### src/bps_pkg.sv
// Shared types and constants for the boot pulse sequencer.
`timescale 1ns / 1ps

package bps_pkg;

  // phase codes
  localparam logic [2:0] PH_WAIT_HIGH = 3'd0;
  localparam logic [2:0] PH_WAIT_LOW  = 3'd1;
  localparam logic [2:0] PH_GAP       = 3'd2;
  localparam logic [2:0] PH_RESET     = 3'd3;
  localparam logic [2:0] PH_SEEK      = 3'd4;
  localparam logic [2:0] PH_DONE      = 3'd5;

  // configuration register indexes
  localparam int unsigned CFG_IDX_W  = 3;
  localparam int unsigned CFG_DATA_W = 16;

  localparam logic [CFG_IDX_W-1:0] CFG_HIGH_DEBOUNCE = 3'd0;
  localparam logic [CFG_IDX_W-1:0] CFG_WAIT_HIGH_TO  = 3'd1;
  localparam logic [CFG_IDX_W-1:0] CFG_WAIT_LOW_TO   = 3'd2;
  localparam logic [CFG_IDX_W-1:0] CFG_GAP_TICKS     = 3'd3;
  localparam logic [CFG_IDX_W-1:0] CFG_RESET_TICKS   = 3'd4;
  localparam logic [CFG_IDX_W-1:0] CFG_SEEK_TICKS    = 3'd5;

  // register reset values
  localparam logic [7:0]  RST_HIGH_DEBOUNCE = 8'd3;
  localparam logic [15:0] RST_WAIT_HIGH_TO  = 16'd500;
  localparam logic [15:0] RST_WAIT_LOW_TO   = 16'd500;
  localparam logic [15:0] RST_GAP_TICKS     = 16'd15;
  localparam logic [15:0] RST_RESET_TICKS   = 16'd20;
  localparam logic [15:0] RST_SEEK_TICKS    = 16'd10;

  localparam logic [15:0] TICK_MAX = 16'hFFFF;
  localparam logic [7:0]  RUN_MAX  = 8'hFF;

  typedef struct packed {
    logic [7:0]  high_debounce_count;
    logic [15:0] wait_high_timeout;
    logic [15:0] wait_low_timeout;
    logic [15:0] gap_ticks;
    logic [15:0] reset_pulse_ticks;
    logic [15:0] seek_pulse_ticks;
  } bps_cfg_t;

  typedef struct packed {
    logic [2:0]  phase;
    logic [15:0] tick_count;
    logic [7:0]  high_run;
  } bps_state_t;

  typedef struct packed {
    logic       reset_pulse;
    logic       seek_pulse;
    logic [2:0] phase_code;
  } bps_result_t;

endpackage

### src/bps_if.sv
// Channel interfaces: tick input, result output and configuration write.
`timescale 1ns / 1ps

interface bps_in_if;
  logic valid;
  logic ready;
  logic pin_level;

  modport source (output valid, output pin_level, input ready);
  modport sink   (input valid, input pin_level, output ready);
endinterface

interface bps_out_if;
  logic       valid;
  logic       ready;
  logic       reset_pulse;
  logic       seek_pulse;
  logic [2:0] phase_code;

  modport source (output valid, output reset_pulse, output seek_pulse,
                  output phase_code, input ready);
  modport sink   (input valid, input reset_pulse, input seek_pulse,
                  input phase_code, output ready);
endinterface

interface bps_cfg_if;
  logic                           valid;
  logic                           ready;
  logic [bps_pkg::CFG_IDX_W-1:0]  index;
  logic [bps_pkg::CFG_DATA_W-1:0] data;

  modport source (output valid, output index, output data, input ready);
  modport sink   (input valid, input index, input data, output ready);
endinterface

### src/boot_pulse_sequencer_unit.sv
// Top level of the boot pulse sequencer.
`timescale 1ns / 1ps

// Boot pulse sequencer. Each input word is one timer tick carrying the
// sampled pin level; each accepted tick yields exactly one result word with
// the reset and seek pulse levels for that tick and the phase after the
// step (0 wait high, 1 wait low, 2 gap, 3 reset, 4 seek, 5 done; done is
// terminal, and an illegal phase code falls into done). Throughput is one
// tick per clock while in_ch.ready is high: the phase, the 16-bit saturating
// tick counter and the 8-bit saturating high-run counter are updated in the
// cycle a tick is accepted, by saturating increments and compares. The result
// is registered before it reaches the output. A result register backed by a
// one-word skid stage decouples the two sides, so in_ch.ready drops only
// when two results are waiting. Configuration words are taken every cycle
// (cfg_ch.ready is tied high) and are meant to be written while the block
// is idle; indexes past the last register are ignored.
module boot_pulse_sequencer_unit (
  input  logic             clk,
  input  logic             rst_n,
  bps_in_if.sink           in_ch,
  bps_out_if.source        out_ch,
  bps_cfg_if.sink          cfg_ch
);

  bps_pkg::bps_cfg_t    cfg_r;
  bps_pkg::bps_state_t  state_r;
  bps_pkg::bps_state_t  state_nxt;
  bps_pkg::bps_result_t step_res;
  bps_pkg::bps_result_t out_res;
  logic                 in_ready;
  logic                 in_acc;
  logic                 out_valid;

  assign cfg_ch.ready = 1'b1;
  assign in_ch.ready  = in_ready;
  assign in_acc       = in_ch.valid & in_ready;

  // configuration registers; narrow registers take the low data bits
  always_ff @(posedge clk) begin
    if (!rst_n) begin
      cfg_r.high_debounce_count <= bps_pkg::RST_HIGH_DEBOUNCE;
      cfg_r.wait_high_timeout   <= bps_pkg::RST_WAIT_HIGH_TO;
      cfg_r.wait_low_timeout    <= bps_pkg::RST_WAIT_LOW_TO;
      cfg_r.gap_ticks           <= bps_pkg::RST_GAP_TICKS;
      cfg_r.reset_pulse_ticks   <= bps_pkg::RST_RESET_TICKS;
      cfg_r.seek_pulse_ticks    <= bps_pkg::RST_SEEK_TICKS;
    end else if (cfg_ch.valid) begin
      case (cfg_ch.index)
        bps_pkg::CFG_HIGH_DEBOUNCE: cfg_r.high_debounce_count <= cfg_ch.data[7:0];
        bps_pkg::CFG_WAIT_HIGH_TO:  cfg_r.wait_high_timeout   <= cfg_ch.data;
        bps_pkg::CFG_WAIT_LOW_TO:   cfg_r.wait_low_timeout    <= cfg_ch.data;
        bps_pkg::CFG_GAP_TICKS:     cfg_r.gap_ticks           <= cfg_ch.data;
        bps_pkg::CFG_RESET_TICKS:   cfg_r.reset_pulse_ticks   <= cfg_ch.data;
        bps_pkg::CFG_SEEK_TICKS:    cfg_r.seek_pulse_ticks    <= cfg_ch.data;
        default: ;
      endcase
    end
  end

  // sequence step for the tick on the input
  bps_step u_step (
    .cfg       (cfg_r),
    .cur       (state_r),
    .pin_level (in_ch.pin_level),
    .nxt       (state_nxt),
    .res       (step_res)
  );

  // sequencer state advances only on an accepted tick
  always_ff @(posedge clk) begin
    if (!rst_n) begin
      state_r.phase      <= bps_pkg::PH_WAIT_HIGH;
      state_r.tick_count <= '0;
      state_r.high_run   <= '0;
    end else if (in_acc) begin
      state_r <= state_nxt;
    end
  end

  bps_out_buf u_out_buf (
    .clk        (clk),
    .rst_n      (rst_n),
    .push       (in_acc),
    .push_data  (step_res),
    .push_ready (in_ready),
    .out_valid  (out_valid),
    .out_ready  (out_ch.ready),
    .out_data   (out_res)
  );

  assign out_ch.valid       = out_valid;
  assign out_ch.reset_pulse = out_res.reset_pulse;
  assign out_ch.seek_pulse  = out_res.seek_pulse;
  assign out_ch.phase_code  = out_res.phase_code;

endmodule

### src/bps_step.sv
// Next-state and per-tick result logic of the boot sequence.
`timescale 1ns / 1ps

module bps_step (
  input  bps_pkg::bps_cfg_t    cfg,
  input  bps_pkg::bps_state_t  cur,
  input  logic                 pin_level,
  output bps_pkg::bps_state_t  nxt,
  output bps_pkg::bps_result_t res
);

  logic [15:0] tick_inc;
  logic [7:0]  run_inc;

  // saturating increments
  assign tick_inc = (cur.tick_count == bps_pkg::TICK_MAX) ? cur.tick_count
                                                          : cur.tick_count + 16'd1;
  assign run_inc  = (cur.high_run == bps_pkg::RUN_MAX) ? cur.high_run
                                                       : cur.high_run + 8'd1;

  always_comb begin
    nxt             = cur;
    res.reset_pulse = 1'b0;
    res.seek_pulse  = 1'b0;
    case (cur.phase)
      bps_pkg::PH_WAIT_HIGH: begin
        if (pin_level) begin
          nxt.high_run = run_inc;
          if (run_inc >= cfg.high_debounce_count) begin
            nxt.phase      = bps_pkg::PH_WAIT_LOW;
            nxt.tick_count = '0;
            nxt.high_run   = '0;
          end
        end else begin
          // low ticks feed the timeout; high runs never clear it
          nxt.high_run   = '0;
          nxt.tick_count = tick_inc;
          if (tick_inc >= cfg.wait_high_timeout) begin
            nxt.phase      = bps_pkg::PH_WAIT_LOW;
            nxt.tick_count = '0;
          end
        end
      end
      bps_pkg::PH_WAIT_LOW: begin
        if (!pin_level || tick_inc >= cfg.wait_low_timeout) begin
          nxt.phase      = bps_pkg::PH_GAP;
          nxt.tick_count = '0;
        end else begin
          nxt.tick_count = tick_inc;
        end
      end
      bps_pkg::PH_GAP: begin
        if (tick_inc >= cfg.gap_ticks) begin
          nxt.phase       = bps_pkg::PH_RESET;
          nxt.tick_count  = '0;
          res.reset_pulse = 1'b1;
        end else begin
          nxt.tick_count = tick_inc;
        end
      end
      bps_pkg::PH_RESET: begin
        if (tick_inc >= cfg.reset_pulse_ticks) begin
          nxt.phase      = bps_pkg::PH_SEEK;
          nxt.tick_count = '0;
          res.seek_pulse = 1'b1;
        end else begin
          nxt.tick_count  = tick_inc;
          res.reset_pulse = 1'b1;
        end
      end
      bps_pkg::PH_SEEK: begin
        if (tick_inc >= cfg.seek_pulse_ticks) begin
          nxt.phase      = bps_pkg::PH_DONE;
          nxt.tick_count = '0;
        end else begin
          nxt.tick_count = tick_inc;
          res.seek_pulse = 1'b1;
        end
      end
      bps_pkg::PH_DONE: begin
        nxt = cur;
      end
      default: begin
        // illegal code: park in done, counters untouched
        nxt.phase = bps_pkg::PH_DONE;
      end
    endcase
    res.phase_code = nxt.phase;
  end

endmodule

### src/bps_out_buf.sv
// Result register with a one-word skid stage; keeps in_ready registered.
`timescale 1ns / 1ps

module bps_out_buf (
  input  logic                 clk,
  input  logic                 rst_n,
  input  logic                 push,
  input  bps_pkg::bps_result_t push_data,
  output logic                 push_ready,
  output logic                 out_valid,
  input  logic                 out_ready,
  output bps_pkg::bps_result_t out_data
);

  logic                 out_valid_r;
  logic                 skid_valid_r;
  bps_pkg::bps_result_t out_data_r;
  bps_pkg::bps_result_t skid_data_r;
  logic                 pop;

  assign pop        = out_valid_r & out_ready;
  assign push_ready = ~skid_valid_r;
  assign out_valid  = out_valid_r;
  assign out_data   = out_data_r;

  always_ff @(posedge clk) begin
    if (!rst_n) begin
      out_valid_r  <= 1'b0;
      skid_valid_r <= 1'b0;
    end else if (pop && skid_valid_r) begin
      out_data_r   <= skid_data_r;
      skid_valid_r <= 1'b0;
    end else if (push && (!out_valid_r || pop)) begin
      out_data_r  <= push_data;
      out_valid_r <= 1'b1;
    end else if (push) begin
      skid_data_r  <= push_data;
      skid_valid_r <= 1'b1;
    end else if (pop) begin
      out_valid_r <= 1'b0;
    end
  end

endmodule

### src/flat_wrapper.sv
// flat-port wrapper written by rule: the top's interface ports become plain ports
module boot_pulse_sequencer_unit_flat 
  (clk, rst_n, in_ch_valid, in_ch_pin_level, in_ch_ready, out_ch_valid, out_ch_reset_pulse, out_ch_seek_pulse, out_ch_phase_code, out_ch_ready, cfg_ch_valid, cfg_ch_index, cfg_ch_data, cfg_ch_ready);
  bps_in_if in_ch_i ();
  bps_out_if out_ch_i ();
  bps_cfg_if cfg_ch_i ();
  input  logic clk;
  input  logic rst_n;
  input wire logic [$bits(in_ch_i.valid)-1:0] in_ch_valid;
  input wire logic [$bits(in_ch_i.pin_level)-1:0] in_ch_pin_level;
  output wire logic [$bits(in_ch_i.ready)-1:0] in_ch_ready;
  output wire logic [$bits(out_ch_i.valid)-1:0] out_ch_valid;
  output wire logic [$bits(out_ch_i.reset_pulse)-1:0] out_ch_reset_pulse;
  output wire logic [$bits(out_ch_i.seek_pulse)-1:0] out_ch_seek_pulse;
  output wire logic [$bits(out_ch_i.phase_code)-1:0] out_ch_phase_code;
  input wire logic [$bits(out_ch_i.ready)-1:0] out_ch_ready;
  input wire logic [$bits(cfg_ch_i.valid)-1:0] cfg_ch_valid;
  input wire logic [$bits(cfg_ch_i.index)-1:0] cfg_ch_index;
  input wire logic [$bits(cfg_ch_i.data)-1:0] cfg_ch_data;
  output wire logic [$bits(cfg_ch_i.ready)-1:0] cfg_ch_ready;
  assign in_ch_i.valid = in_ch_valid;
  assign in_ch_i.pin_level = in_ch_pin_level;
  assign in_ch_ready = in_ch_i.ready;
  assign out_ch_valid = out_ch_i.valid;
  assign out_ch_reset_pulse = out_ch_i.reset_pulse;
  assign out_ch_seek_pulse = out_ch_i.seek_pulse;
  assign out_ch_phase_code = out_ch_i.phase_code;
  assign out_ch_i.ready = out_ch_ready;
  assign cfg_ch_i.valid = cfg_ch_valid;
  assign cfg_ch_i.index = cfg_ch_index;
  assign cfg_ch_i.data = cfg_ch_data;
  assign cfg_ch_ready = cfg_ch_i.ready;
  boot_pulse_sequencer_unit u_core (.clk(clk), .rst_n(rst_n), .in_ch(in_ch_i), .out_ch(out_ch_i), .cfg_ch(cfg_ch_i));
endmodule
### config.mk
export PLATFORM = sky130hd
export DESIGN_NAME = boot_pulse_sequencer_unit_flat
export DESIGN_NICKNAME = d
export VERILOG_FILES = /design/src/bps_pkg.sv /design/src/bps_if.sv /design/src/boot_pulse_sequencer_unit.sv /design/src/bps_step.sv /design/src/bps_out_buf.sv /design/src/flat_wrapper.sv
export SDC_FILE = /design/constraint.sdc
export NUM_CORES = 1
export LEC_CHECK = 0
export ABC_AREA = 1
export BUFFER_PORTS_ARGS = -buffer_cell sky130_fd_sc_hd__buf_2
export CAP_MARGIN = 10
export CORE_ASPECT_RATIO = 1.5
export CORE_MARGIN = 2
export CORE_UTILIZATION = 35
export DETAILED_ROUTE_END_ITERATION = 10
export GPL_TIMING_DRIVEN = 1
export PLACE_DENSITY = 0.54
export RECOVER_POWER = 50
export SYNTH_ARGS = -nofsm -noshare
export SYNTH_HDL_FRONTEND = slang
export SYNTH_SLANG_ARGS = --single-unit
export TNS_END_PERCENT = 10
### constraint.sdc
create_clock -name clk -period 3.5 [get_ports clk]
set_input_delay 0.525 -clock clk [delete_from_list [all_inputs] [get_ports clk]]
set_output_delay 0.525 -clock clk [all_outputs]
set_load 0.05 [all_outputs]
==> metrics.txt <==
status complete, but fails checks; failing checks capacitance limit, slew limit; Startpoint Class flip-flop; fillers 2289; Most common cell on crit path nand2_1; number of routed nets with antenna violations 0; sequential element share of the synthesized area 0.3477; worst reg-to-reg path cell count 20; Slew headroom -0.08205; Yosys Warn Count 0; internal power 2.691 mW; pwr dens 424.2 nW/µm²; # H-tree levels 4; fmax 0.3171 GHz; IO buf count 31; Main synth FF type dfxtp_1; vias per cell 4.812; Final min period 3.154 ns; syn nets 1177; syn_area_per_cell 7.156 µm²; Worst-Margin Slew 1.623 ns; Sequential Power Share 0.412; max incr delay on CP 0.37 ns; synth cell count leaders 228 x nand2_1, 168 x inv_1, 117 x dfxtp_1, 103 x a21oi_1, 98 x nor2_1; clk buf depth 2; Die Y 184.5 µm; clock skew 0.01271 ns; grt ovf 0; worst-path maximum fanout 5; hold buffers post-CTS 0; Tcrit/Tclk final 0.9011; core area 21470 µm²; Largest delay share family, worst path simple AND/OR/NAND/NOR gates; endpoints failing setup 0; global-route wire length before repair 33680 µm; Pwr Total 3.706 mW; Switching Fraction 0.2738; clock share of power 0.483; Clock Pin Slew Worst Setup and Hold Paths 0.06 ns; kind of critical path flip-flop to flip-flop; ys async rst share 0; Leak 4.128 nW; count of different cell masters after synthesis 35; count leader, synth nand2_1; Peak VDD IR 0.3019 mV; final count of hold timing violations 0; number of diodes 0; hpwl dp 15560 µm; initial antenna violation count 0; via count 6674; Layout area overhead 14.95%; # IOs 33; GR Util All Layers 0.1876; largest net degree at the start of global routing 88; DRC Markers 0; max-slew violation count 88; 1st-iter DRT viols 370; placed cell area 8119 µm²; total CTS buffers 17; WP data required 3.68 ns; leading area contributor after synthesis dfxtp_1; Area contributors post-synth dfxtp_1 31%, ha_1 15%, nand2_1 11%; CTS root buffer clkbuf_16; worst-path cell chain ha_1 -> nand2_2 -> nor2_4 -> nand4_4 -> nor2_4 -> xnor2_1 -> inv_1 -> ha_1 -> nand2_1 -> nor2_1 -> nor2_1 -> nand2_1 -> nand2_1 -> nand2_1 -> nand2_1 -> nand2_1 -> nand3_1 -> nand3_1 -> nor2_1 -> o21ai_0; CP endpoint kind flip-flop; number of synthesized flops with an enable pin 10; Buf/Inv on CP 1; Die ar. 22930 µm²; Min-Delay Path Depth 3; Placer Congestion 0.8887; share of layout cells above drive strength 1 0.09507; Initial Utilization 0.3540; power share of the combinational group 0.105; Hold WC Path Type input port to flip-flop; #FFs+latches synth 127; mean routed wirelength per cell 14.82 µm; CTS tree built; number of global-route vias before repair 6571; P_sw 1.015 mW; CTS sink cnt 127; top-area cell type share of the netlist area 0.3082; detailed-route wire length 20560 µm; Worst-Skew Late Latency 0.44 ns; # rows 66; Die X 124.3 µm; Final nets 1217; fin area 8736 µm²; Post-Syn Instances 1062; Crit-path slowest cell dfxtp_2; Worst EP arrival 3.33 ns; Max Cap Viol 1; critical path depth 20; first-pass detailed-route iteration total 5; Mapped Area 7600 µm²
metal layers:
metal | global-route usage | vias to the layer above | wire length [µm]
met2 | 0.3460 | 115 | 10470
met5 | 0 | - | 0
met4 | 0.09124 | 0 | 735
met3 | 0.03512 | 37 | 668
li1 | - | 3533 | -
met1 | 0.2056 | 2989 | 8688
layout make-up:
cell class	count	area, µm²	share of cell area
inverter	172	648.1	0.07419
multi-input combinational	733	4210	0.4820
clock inverter	14	155.1	0.01776
timing repair buffer	51	309.0	0.03538
tap	272	340.3	0.03896
sequential	127	2644	0.3026
clock buffer	18	429.2	0.04913
what timing repair did:
item / 4_1_cts / 5_1_grt
gates resized for setup: 0 / 14
setup endpoints to repair: 0 / 24
buffers inserted: 0 / 1
sequential cells by signal, summed over array words and instances, names as in the netlist:
name                           count
u_core.cfg_r                      88
u_core.u_out_buf.out_data          5
u_core.state_r                    27
u_core.u_out_buf.out_valid         1
u_core.u_out_buf.skid_data_r       5
u_core.u_out_buf.skid_valid_r      1
cells in the final DEF (no fill, tap or decap), drive strengths merged:
cell type,instances
a22oi,8
nand2,239
nor2,100
clkinv,4
dfxtp,117
conb,1
o21a,1
bufinv,2
ha,90
buf,42
xnor2,3
a21oi,108
clkbuf,27
clkinvlp,4
inv,176
a211oi,1
edfxtp,10
a31oi,3
nand3b,2
nand4,11
o211ai,20
nor3,15
nand3,29
o21bai,3
xor2,13
o21ai,81
a21o,4
and3,1
logic make-up (layout without fill, tap and decap cells):
kind of cell	after synthesis	after routing	share of synthesized area
AND/OR/NAND/NOR	397	397	0.2165
other	1	1	0.0004934
adder cells (fa/ha/maj)	90	90	0.1482
AO/OA/AOI/OAI	229	229	0.1660
flip-flops	127	127	0.3477
XOR/XNOR	16	16	0.01844
buffers and inverters	202	255	0.1027
worst min-delay path: stages:
cell and delay [ns]:
buf_2 0.14, nand2_1 0.06, o211ai_1 0.07
per-stage QoR:
stage	hold WS (ns)	instances	TNS, ns	util	setup slack [ns]
after floorplan	0.4353	1062	0	-	0.6575
after global placement	0.4480	1354	0	0.3781	0.1124
after detailed placement	0.4507	1354	0	0.3781	0.06025
after CTS	0.3813	1386	0	0.4054	0.04505
after global routing	0.3894	1387	-0.01089	0.4069	-0.01089
final	0.3969	1387	0	0.4069	0.3463
power by group through the flow:
stage	sequential (mW)	combinational, mW	clock, mW
floorplan	1.57	0.243	0
global placement	1.56	0.389	0
detailed placement	1.56	0.387	0
CTS	1.53	0.390	1.83
global route	1.53	0.447	1.88
finish	1.53	0.388	1.79
path summary, 6_finish.rpt:
kind	from	endpoint	slack, ns
max	u_core.state_r[8]	u_core.u_out_buf.out_data[0]	0.35
max reg2reg	u_core.state_r[8]	u_core.u_out_buf.out_data[0]	0.35
min reg2reg	u_core.cfg_r[79]	u_core.cfg_r[79]	0.46
min	cfg_ch_data[8]	u_core.cfg_r[72]	0.40
(Power assumes the default switching activity.)
